### src/hdl/mavg_pkg.sv
package mavg_pkg;

	localparam int MAX_POINTS   = 128;
	localparam int SAMPLE_W     = 16;
	localparam int CFG_W        = 8;
	localparam int SCALE        = 10;
	localparam int WINDOW_RESET = 10;

	localparam int ADDR_W = $clog2(MAX_POINTS);
	localparam int WIN_W  = $clog2(MAX_POINTS + 1);
	localparam int PROD_W = SAMPLE_W + $clog2(SCALE);
	localparam int CNT_W  = $clog2(PROD_W);

	typedef enum logic [2:0] {
		ST_IDLE,
		ST_READ,
		ST_UPDATE,
		ST_DIVIDE,
		ST_HOLD
	} state_t;

	typedef struct packed {
		logic                rd;
		logic                wr;
		logic                clr;
		logic [ADDR_W-1:0]   addr;
		logic [SAMPLE_W-1:0] wdata;
	} store_req_t;

endpackage

### src/hdl/moving_average_filter.sv
// channel  dir  width  contents
// s_*      in   16     tdata: sample
// m_*      out  16     tdata: average_times_ten
// cfg_*    in   8      window_points, write clears store, total and position
//
// each sample passes through store read, update, 20 steps of the serial divider
// and the output load before its result is valid; the divider sets the rate.
// the result sits in an output register; the next sample is taken meanwhile,
// but no new request is taken until the previous result has been loaded.
// reset and each window write invalidate all 128 store entries at once.
// a stalled result holds the divider until the output register frees up.
module moving_average_filter (
	input  logic        clk,
	input  logic        arst_n,
	input  logic        s_tvalid,
	output logic        s_tready,
	input  logic [15:0] s_tdata,     // [15:0] sample
	output logic        m_tvalid,
	input  logic        m_tready,
	output logic [15:0] m_tdata,     // [15:0] average_times_ten
	input  logic        cfg_wr_en,
	input  logic [7:0]  cfg_wr_data
);
	import mavg_pkg::*;

	state_t              state_q, state_d;
	logic [CFG_W-1:0]    win_q;
	logic [WIN_W-1:0]    eff_win;
	logic [ADDR_W-1:0]   pos_q;
	logic [ADDR_W-1:0]   cur_pos;
	logic [WIN_W-1:0]    pos_inc;
	logic [SAMPLE_W-1:0] total_q;
	logic [SAMPLE_W-1:0] total_d;
	logic [SAMPLE_W-1:0] sample_q;
	logic [SAMPLE_W-1:0] old_sample;
	logic [PROD_W-1:0]   product;
	logic [PROD_W-1:0]   quotient;
	logic                div_busy;
	logic                div_start;
	logic                out_free;
	logic                out_load;
	logic                accept;
	logic                m_tvalid_q;
	logic [SAMPLE_W-1:0] m_tdata_q;
	store_req_t          store_req;

	always_comb begin
		if (win_q == '0) begin
			eff_win = WIN_W'(1);
		end else if (int'(win_q) > MAX_POINTS) begin
			eff_win = WIN_W'(MAX_POINTS);
		end else begin
			eff_win = WIN_W'(win_q);
		end
	end

	assign cur_pos  = ({1'b0, pos_q} >= WIN_W'(eff_win)) ? '0 : pos_q;
	assign pos_inc  = WIN_W'(cur_pos) + 1'b1;
	assign total_d  = total_q + sample_q - old_sample;
	// times ten as (x << 3) + (x << 1)
	assign product  = (PROD_W'(total_d) << 3) + (PROD_W'(total_d) << 1);
	assign accept   = s_tvalid && s_tready;
	assign out_free = !m_tvalid_q || m_tready;

	mavg_store u_store (
		.clk        (clk),
		.arst_n     (arst_n),
		.req        (store_req),
		.old_sample (old_sample)
	);

	mavg_div u_div (
		.clk      (clk),
		.arst_n   (arst_n),
		.start    (div_start),
		.dividend (product),
		.divisor  (eff_win),
		.busy     (div_busy),
		.quotient (quotient)
	);

	always_comb begin
		state_d = state_q;
		case (state_q)
			ST_IDLE: begin
				if (accept) state_d = ST_READ;
			end
			ST_READ:   state_d = ST_UPDATE;
			ST_UPDATE: state_d = ST_DIVIDE;
			ST_DIVIDE: begin
				if (!div_busy) state_d = out_free ? ST_IDLE : ST_HOLD;
			end
			ST_HOLD: begin
				if (out_free) state_d = ST_IDLE;
			end
			default:   state_d = ST_IDLE;
		endcase
	end

	always_comb begin
		s_tready        = 1'b0;
		div_start       = 1'b0;
		out_load        = 1'b0;
		store_req.rd    = 1'b0;
		store_req.wr    = 1'b0;
		store_req.clr   = cfg_wr_en;
		store_req.addr  = cur_pos;
		store_req.wdata = sample_q;
		case (state_q)
			ST_IDLE:   s_tready = 1'b1;
			ST_READ:   store_req.rd = 1'b1;
			ST_UPDATE: begin
				store_req.wr = 1'b1;
				div_start    = 1'b1;
			end
			ST_DIVIDE: out_load = !div_busy && out_free;
			ST_HOLD:   out_load = out_free;
			default:   s_tready = 1'b0;
		endcase
	end

	always_ff @(posedge clk or negedge arst_n) begin
		if (!arst_n) begin
			state_q    <= ST_IDLE;
			win_q      <= CFG_W'(WINDOW_RESET);
			pos_q      <= '0;
			total_q    <= '0;
			m_tvalid_q <= 1'b0;
		end else begin
			state_q <= state_d;
			if (cfg_wr_en) begin
				win_q   <= cfg_wr_data;
				pos_q   <= '0;
				total_q <= '0;
			end else if (state_q == ST_UPDATE) begin
				total_q <= total_d;
				pos_q   <= (pos_inc >= eff_win) ? '0 : pos_inc[ADDR_W-1:0];
			end
			if (out_load) begin
				m_tvalid_q <= 1'b1;
			end else if (m_tready) begin
				m_tvalid_q <= 1'b0;
			end
		end
	end

	always_ff @(posedge clk) begin
		if (accept) begin
			sample_q <= s_tdata;
		end
		if (out_load) begin
			m_tdata_q <= quotient[SAMPLE_W-1:0];
		end
	end

	assign m_tvalid = m_tvalid_q;
	assign m_tdata  = m_tdata_q;

endmodule

### src/hdl/mavg_store.sv
module mavg_store (
	input  logic                                  clk,
	input  logic                                  arst_n,
	input  mavg_pkg::store_req_t                  req,
	output logic [mavg_pkg::SAMPLE_W-1:0]         old_sample
);
	import mavg_pkg::*;

	logic [SAMPLE_W-1:0]   mem [MAX_POINTS];
	logic [MAX_POINTS-1:0] valid_q;
	logic [SAMPLE_W-1:0]   rdata_q;
	logic                  rvalid_q;

	always_ff @(posedge clk) begin
		if (req.wr) begin
			mem[req.addr] <= req.wdata;
		end
		if (req.rd) begin
			rdata_q <= mem[req.addr];
		end
	end

	// entries never written since the last clear read as zero
	always_ff @(posedge clk or negedge arst_n) begin
		if (!arst_n) begin
			valid_q  <= '0;
			rvalid_q <= 1'b0;
		end else begin
			if (req.clr) begin
				valid_q <= '0;
			end else if (req.wr) begin
				valid_q[req.addr] <= 1'b1;
			end
			if (req.rd) begin
				rvalid_q <= valid_q[req.addr];
			end
		end
	end

	assign old_sample = rvalid_q ? rdata_q : '0;

endmodule

### src/hdl/mavg_div.sv
module mavg_div (
	input  logic                               clk,
	input  logic                               arst_n,
	input  logic                               start,
	input  logic [mavg_pkg::PROD_W-1:0]        dividend,
	input  logic [mavg_pkg::WIN_W-1:0]         divisor,
	output logic                               busy,
	output logic [mavg_pkg::PROD_W-1:0]        quotient
);
	import mavg_pkg::*;

	logic               busy_q;
	logic [CNT_W-1:0]   cnt_q;
	logic [PROD_W-1:0]  quo_q;
	logic [WIN_W-1:0]   rem_q;
	logic [WIN_W-1:0]   div_q;
	logic [WIN_W:0]     trial;
	logic               fits;

	// restoring division, one quotient bit per cycle
	assign trial = {rem_q, quo_q[PROD_W-1]};
	assign fits  = trial >= {1'b0, div_q};

	always_ff @(posedge clk or negedge arst_n) begin
		if (!arst_n) begin
			busy_q <= 1'b0;
			cnt_q  <= '0;
		end else if (start) begin
			busy_q <= 1'b1;
			cnt_q  <= '0;
		end else if (busy_q) begin
			cnt_q <= cnt_q + 1'b1;
			if (cnt_q == CNT_W'(PROD_W - 1)) begin
				busy_q <= 1'b0;
			end
		end
	end

	always_ff @(posedge clk) begin
		if (start) begin
			quo_q <= dividend;
			rem_q <= '0;
			div_q <= divisor;
		end else if (busy_q) begin
			quo_q <= {quo_q[PROD_W-2:0], fits};
			rem_q <= fits ? WIN_W'(trial - {1'b0, div_q}) : trial[WIN_W-1:0];
		end
	end

	assign busy     = busy_q;
	assign quotient = quo_q;

endmodule

### config.mk
export PLATFORM = sky130hd
export DESIGN_NAME = moving_average_filter
export DESIGN_NICKNAME = d
export VERILOG_FILES = /design/src/hdl/mavg_pkg.sv /design/src/hdl/moving_average_filter.sv /design/src/hdl/mavg_store.sv /design/src/hdl/mavg_div.sv
export SDC_FILE = /design/constraint.sdc
export NUM_CORES = 2
export LEC_CHECK = 0
export ABC_CLOCK_PERIOD_IN_PS = 9300
export BUFFER_PORTS_ARGS = -buffer_cell sky130_fd_sc_hd__buf_2
export CAP_MARGIN = 20
export CELL_PAD_IN_SITES_DETAIL_PLACEMENT = 0
export CELL_PAD_IN_SITES_GLOBAL_PLACEMENT = 1
export CORE_UTILIZATION = 50
export CTS_CLUSTER_DIAMETER = 120
export DETAILED_ROUTE_END_ITERATION = 16
export PLACE_DENSITY = 0.81
export SLEW_MARGIN = 40
export SYNTH_ARGS = -nofsm -noshare
export SYNTH_HDL_FRONTEND = slang
export SYNTH_SLANG_ARGS = --single-unit
### constraint.sdc
create_clock -name clk -period 9.3 [get_ports clk]
set_input_delay 0.93 -clock clk [delete_from_list [all_inputs] [get_ports clk]]
set_output_delay 0.93 -clock clk [all_outputs]
set_load 0.01 [all_outputs]
# ---- Yosys cells after proc, flatten, opt, wreduce, memory -nomap -nowiden
# Memory sizes are Yosys's and may differ from the RTL's. A register that Yosys moved wholly into a read port is not among the register bits.
# Cells that the tools add are included.
dict set report word_totals {
  reg_bits 238
  mem_bits_rw 2048
  output_inout_bits 18
  input_bits 29
  n_memories 1
}
dict set report op_classes {
  n_bitwise 1
  n_eq_ne 8
  reduce_logical 13
  mux 36
  magnitude_cmp 6
  addsub 6
}
# memory depth width rd rd_ports_with_merged_regs wr line
set mem_list {}
lappend mem_list {u_store.mem 128 16 1 1 1 mavg_store.sv:9} ;# logic [SAMPLE_W-1:0] mem [MAX_POINTS];
# operator count
set op_table {}
lappend op_table {{$mux W128} 2}
lappend op_table {{$or A128 B128 Y128} 1}
lappend op_table {{$mux W16} 3}
lappend op_table {{$mux W20} 2}
lappend op_table {{$mux W7} 4}
lappend op_table {{$mux W8} 3}
lappend op_table {{$add A19 B17 Y20} 1}
lappend op_table {{$add A16 B16 Y16} 1}
lappend op_table {{$sub A16 B16 Y16} 1}
lappend op_table {{$pmux W3 S5} 1}
lappend op_table {{$mux W1} 12}
lappend op_table {{$mux W3} 4}
lappend op_table {{$mux W5} 2}
lappend op_table {{$ge A9 B8 Y1} 1}
lappend op_table {{$add A7 B1 Y8 const B} 1}
lappend op_table {{$ge A7 B8 Y1} 1}
lappend op_table {{$ge A8 B8 Y1} 1}
lappend op_table {{$gt A8 B8 Y1 const B} 1}
lappend op_table {{$logic_not A8 Y1} 1}
lappend op_table {{$lt A7 B8 Y1 const B} 1}
lappend op_table {{$reduce_bool A2 Y1} 4}
lappend op_table {{$sub A8 B8 Y8} 1}
lappend op_table {{$bmux W1 S7} 1}
lappend op_table {{$demux W1 S7} 1}
lappend op_table {{13 further kinds} 19}

# ---- Logic depth before layout (Yosys ltp)
dict set report logic_depth {
  word_depth 12
  ltp_mapped 22
}

# ---- Modules after synthesis
# Synthesis repeated with hierarchy kept, for this count alone.
dict set report unflattened {
  hier_cells 5556
  area_unflattened_um2 92464.9
}
# mod area_per_inst_um2 cells_each n_inst seq_area_each_um2
set modules_own_cells {}
lappend modules_own_cells {mavg_store 85637.1 4893 1 65207.5}
lappend modules_own_cells {moving_average_filter 4720.8 495 1 1839.3}
lappend modules_own_cells {mavg_div 2107.0 168 1 1151.1}

# ---- Least setup slack after synthesis
# Ideal clock, no wire load.
dict set report synth_path {
  kind {register to register}
  start {reg sample_q[1]}
  end {reg u_div.quo_q[18] (netlist: u_div.quotient[18]) (data pin)}
  t_required_ns 9.033
  setup_slack_ns 3.338
  synth_period_minus_slack_ns 5.962
  arrival_ns 5.695
  path_stages_with_launch 21
  path_cell_list {edfxtp_1 inv_1 fa_1 inv_1 fa_1 a21o_1 a211oi_1 o21ai_0 nand3_1 nand2_1 a211oi_1 nor2_1 ha_1 a21o_1 a21oi_1 o21ai_0 a2111oi_0 nor2_1 o21ai_0 xor2_1 o21ai_0}
}
dict set report synth_between {
  elab_chain_cells 4
}
# element line
set synth_rtl {}
lappend synth_rtl {{from (decl)} moving_average_filter.sv:34} ;# logic [SAMPLE_W-1:0] sample_q;
lappend synth_rtl {{from (signal assigned)} moving_average_filter.sv:149} ;# sample_q <= s_tdata;
lappend synth_rtl {{$add A16 B16 Y16} moving_average_filter.sv:59} ;# assign total_d = total_q + sample_q - old_sample;
lappend synth_rtl {{$sub A16 B16 Y16} moving_average_filter.sv:59}
lappend synth_rtl {{$add A19 B17 Y20} moving_average_filter.sv:61} ;# assign product = (PROD_W'(total_d) << 3) + (PROD_W'(total_d) << 1);
lappend synth_rtl {{$mux W20} mavg_div.sv:40} ;# if (start) begin
lappend synth_rtl {{to (signal assigned)} mavg_div.sv:41} ;# quo_q <= dividend;
lappend synth_rtl {{to (signal assigned)} mavg_div.sv:45} ;# quo_q <= {quo_q[PROD_W-2:0], fits};
lappend synth_rtl {{to (decl)} mavg_div.sv:14} ;# logic [PROD_W-1:0] quo_q;
# No other way between the ends.
# A chain may end at the register's enable or synchronous reset.

# ---- Worst setup path in the final report
dict set report layout_path {
  start {reg pos_q[0]}
  end {reg u_store.rdata_q[5], read port of u_store.mem (data pin)}
}
dict set report layout_between {
  elab_chain_cells 2
}
# element line
set layout_rtl {}
lappend layout_rtl {{from (decl)} moving_average_filter.sv:29} ;# logic [ADDR_W-1:0] pos_q;
lappend layout_rtl {{from (signal assigned)} moving_average_filter.sv:137} ;# pos_q <= (pos_inc >= eff_win) ? '0 : pos_inc[ADDR_W-1:0];
lappend layout_rtl {{$ge A7 B8 Y1} moving_average_filter.sv:57} ;# assign cur_pos = ({1'b0, pos_q} >= WIN_W'(eff_win)) ? '0 : pos_q;
lappend layout_rtl {{$mux W7 *} moving_average_filter.sv:57}
lappend layout_rtl {{to (decl)} mavg_store.sv:11} ;# logic [SAMPLE_W-1:0] rdata_q;
# Mark *: on every way between the ends. The rest lies on a longest branch, timed or not.

==> flow_metrics.py <==
metrics = {
    "layout": {
        "layout_commonest_cell": "edfxtp_1",
        "stdcell_area_um2": 99100,
        "finalNetCount": 5638,
        "drive_gt1_share_pct": 13.5,
        "mostFrequentLayoutCells": "2124 x edfxtp_1, 443 x nor2_1, 397 x nand2_1, 350 x a222oi_1, 229 x buf_4",
        "num-fill-cells": 12900,
        "final_util_pct": 57.1,
        "layout-area-overhead-vs-synth_pct": 13.5,
    },
    "timing": {
        "fin_crit_sh_pct": 69.3,
        "fmax_ghz": 0.155,
        "rsz0062_at_grt": "no",
        "clock_skew_ns": 0.0486,
        "setup_viol": 0,
        "max_slew_margin_pct": 34.9,
        "worst_slew_pin_slew_ns": 0.968,
        "finalMaxSlewViolations": 0,
        "hold_viol_final": 0,
        "whs_ns": 0.222,
        "finalSetupTns_ns": 0,
        "fin_crit_ns": 6.44,
    },
    "die": {
        "start_util_pct": 50.3,
        "core_um2": 174000,
        "dieArea_um2": 176000,
        "die_x_um": 420,
        "fp-row-count": 153,
        "fp.dieH_um": 420,
        "io_pins": 47,
    },
    "drt": {
        "drc": 4,
        "wl_per_cell_um": 32.1,
        "vias": 53700,
        "dr.pass1.iters": 17,
        "drt_iter0_drc": 10400,
        "routed_wl_mm": 259,
        "vias_per_cell": 6.67,
        "ant_nets": 0,
    },
    "place": {
        "dpl.hpwl_mm": 147,
        "routabilityCongestion": 0.904,
        "port_buffers": 46,
        "placed_area_um2": 91700,
    },
    "global_routing": {
        "grt_use_total_pct": 29.1,
        "antenna_found_initial": 10,
        "grt_overflow": 0,
        "grt_pass1_wl_mm": 368,
        "grt_max_degree": 108,
        "grt_pass1_vias": 51400,
    },
    "power": {
        "netSwitchingFraction_pct": 27.7,
        "p_leak_nw": 32.1,
        "ir_drop_mv": 0.319,
        "p_seq_share_pct": 45.7,
        "p_int_mw": 18.4,
        "power_frac_comb_pct": 19.2,
        "switchingPower_mw": 7.06,
        "pwr_density_cell_nw_per_um2": 257,
        "clock_power_share_pct": 35.0,
    },
    "setup_path": {
        "crit_required_ns": 9.92,
        "setup.worst_path.end_class": "flop",
        "critPathSlowestCell": "dfrtp_4",
        "critical_path_class": "flop to flop",
        "cp.depth": 15,
        "critPathMaxFanout": 41,
        "startpoint_type": "flop",
        "critPathMaxStageDelay_ns": 0.94,
        "worstRegToRegCells": 15,
        "cpMostUsedCell": "buf_4",
        "r2r_slack_ns": 2.86,
        "crit_chain": "clkinv_1, ha_1, nand2b_4, a2111oi_4, nor4_4, buf_4, nor2_4, buf_4, nand3_4, buf_4, buf_4, a21oi_1, nor4_1, o21ai_1, or4_1",
        "arrival_ns": 7.06,
        "path_buf_inv": 5,
        "crit_family": "simple AND/OR/NAND/NOR gates",
    },
    "logic_synthesis": {
        "synth-edff-count": 2124,
        "yosysWarningCount": 0,
        "syn_area_um2": 87300,
        "seq_area_frac_synth_pct": 78.1,
        "synth_ff_type": "edfxtp_1",
        "syn_inst": 5332,
        "synthDistinctLibCells": 81,
        "syn_nets": 5433,
        "ys_ff_latch": 2302,
        "syn_area_per_cell_um2": 16.4,
        "async_reset_ff_share_pct": 7.38,
    },
    "clock_tree": {
        "cts-root-buf": "clkbuf_16",
        "cts_tree": "yes",
        "post-cts-setup-buffers": 0,
        "cts.sinks": 2302,
        "clkLatencyLatePin_ns": 0.89,
        "numCtsBuffers": 214,
        "clock_path_buffers": 3,
        "ctsHtreeMaxLevel": 4,
        "cts.clk_slew.worst_paths_ns": 0.06,
    },
    "run": {
        "maxCapViolCount": 0,
    },
    "outcome": {
        "status": "complete, but fails checks",
        "violations": "DRC",
    },
    "min_path": {
        "min_path_type": "primary input to flop",
        "hold_path_depth": 1,
    },
}
cells in the mapped netlist (all sizes together), types with 6 or more instances:
| library cell | count | area (um2) |
|---|---|---|
| o31ai | 12 | 90.1 |
| a22o | 19 | 166 |
| and2 | 17 | 106 |
| mux2i | 159 | 1590 |
| a211oi | 12 | 90.1 |
| nor3 | 28 | 140 |
| o31a | 7 | 61.3 |
| o41ai | 17 | 149 |
| a31oi | 88 | 551 |
| buf | 182 | 863 |
| nor2 | 488 | 1830 |
| a221oi | 76 | 666 |
| a22oi | 130 | 981 |
| a32o | 6 | 60.1 |
| edfxtp | 2124 | 63800 |
| nand4 | 21 | 131 |
| a221o | 7 | 70.1 |
| or4 | 8 | 60.1 |
| clkbuf | 141 | 529 |
| o21ba | 15 | 150 |
| nand3 | 24 | 120 |
| a21oi | 228 | 1140 |
| nor2b | 12 | 75.1 |
| dfxtp | 8 | 160 |
| xnor2 | 23 | 201 |
| nor4 | 18 | 140 |
| mux2 | 36 | 405 |
| o211ai | 18 | 135 |
| a222oi | 350 | 3500 |
| and3 | 35 | 219 |
| nand2b | 8 | 57.6 |
| o21ai | 80 | 408 |
| o22ai | 45 | 282 |
| a21o | 13 | 97.6 |
| inv | 103 | 387 |
| nand2 | 399 | 1500 |
| a41oi | 53 | 464 |
| o21a | 7 | 52.6 |
| xor2 | 16 | 140 |
| fa | 17 | 340 |
| dfrtp | 168 | 4200 |
| ha | 55 | 688 |
area by class of cell:
cell class / instances / area (um2) / share of cell area (%)
well taps: 2325 / 2910 / 2.94
repair buffers: 312 / 2570 / 2.59
clock buffers: 261 / 5620 / 5.67
flip-flops and latches: 2302 / 68200 / 68.8
multi-input cells: 2601 / 17800 / 18.0
diodes: 7 / 17.5 / 0.0177
inverters: 106 / 398 / 0.402
clock inverters: 138 / 1570 / 1.59
per-layer routing:
layer | global-route usage, % | share of wire [%]
met5 | 0 | 0.029
met4 | 13.3 | 4.8
met3 | 6.48 | 13
met2 | 45.4 | 46
met1 | 39.3 | 36
stage by stage:
stage                     setup WS, ns  power (mW)  std cells
after floorplan                   3.34        15.2       5332
after global placement            2.31        16.6       7634
after detailed placement          2.97        16.7       7641
after CTS                         2.94        25.5       8041
after global routing              2.64        26.4       8045
final                             2.86        25.4       8052
path summary, 6_finish.rpt:
path	from	to
min reg2reg	u_div.quotient[12]	m_tdata[12]
min	s_tdata[9]	sample_q[9]
max in group asynchronous	arst_n	u_store.valid_q[41]
max	pos_q[0]	u_store.rdata_q[5]
min in group asynchronous	arst_n	state_q[0]
max reg2reg	pos_q[0]	u_store.rdata_q[5]
power by group through the flow:
stage,sequential [mW],combinational [mW],clock (mW)
floorplan,11.8,3.45,0
detailed placement,11.8,4.81,0
global route,11.6,5.35,9.37
CTS,11.6,4.86,8.97
global placement,11.8,4.73,0
finish,11.6,4.89,8.91
registers in the layout, indices dropped and copies added (netlist names), 8 cells and up:
name / count
u_store.mem: 2048
u_store.valid_q: 128
u_store.rdata_q: 16
u_div.rem_q: 8
sample_q: 16
total_q: 16
u_div.div_q: 8
win_q: 8
u_div.quotient: 20
m_tdata: 16
cells by family after synthesis:
logic type      count (synthesis)  synth area share, %
simple gates                 1077                 5.19
mux                           195                 2.29
flops                        2302                 78.1
xor+xnor                       39                0.391
compound gates               1218                 10.8
buf+inv                       429                 2.05
fa+ha+maj                      72                 1.18
worst register-to-register path, cell delays in order, from the launching register on:
cell and delay (ns):
dfrtp_4 0.94, clkinv_1 0.59, ha_1 0.46, nand2b_4 0.13, a2111oi_4 0.09, nor4_4 0.54, buf_4 0.28, nor2_4 0.10
buf_4 0.28, nand3_4 0.56, buf_4 0.41, buf_4 0.40, a21oi_1 0.09, nor4_1 0.68, o21ai_1 0.13, or4_1 0.49
what timing repair did:
action                    in CTS  in global routing
hold buffers                   1                  0
hold endpoints to repair      11                  0
resized for setup              0                  0
Note: power is estimated with default switching activity, not from simulation.
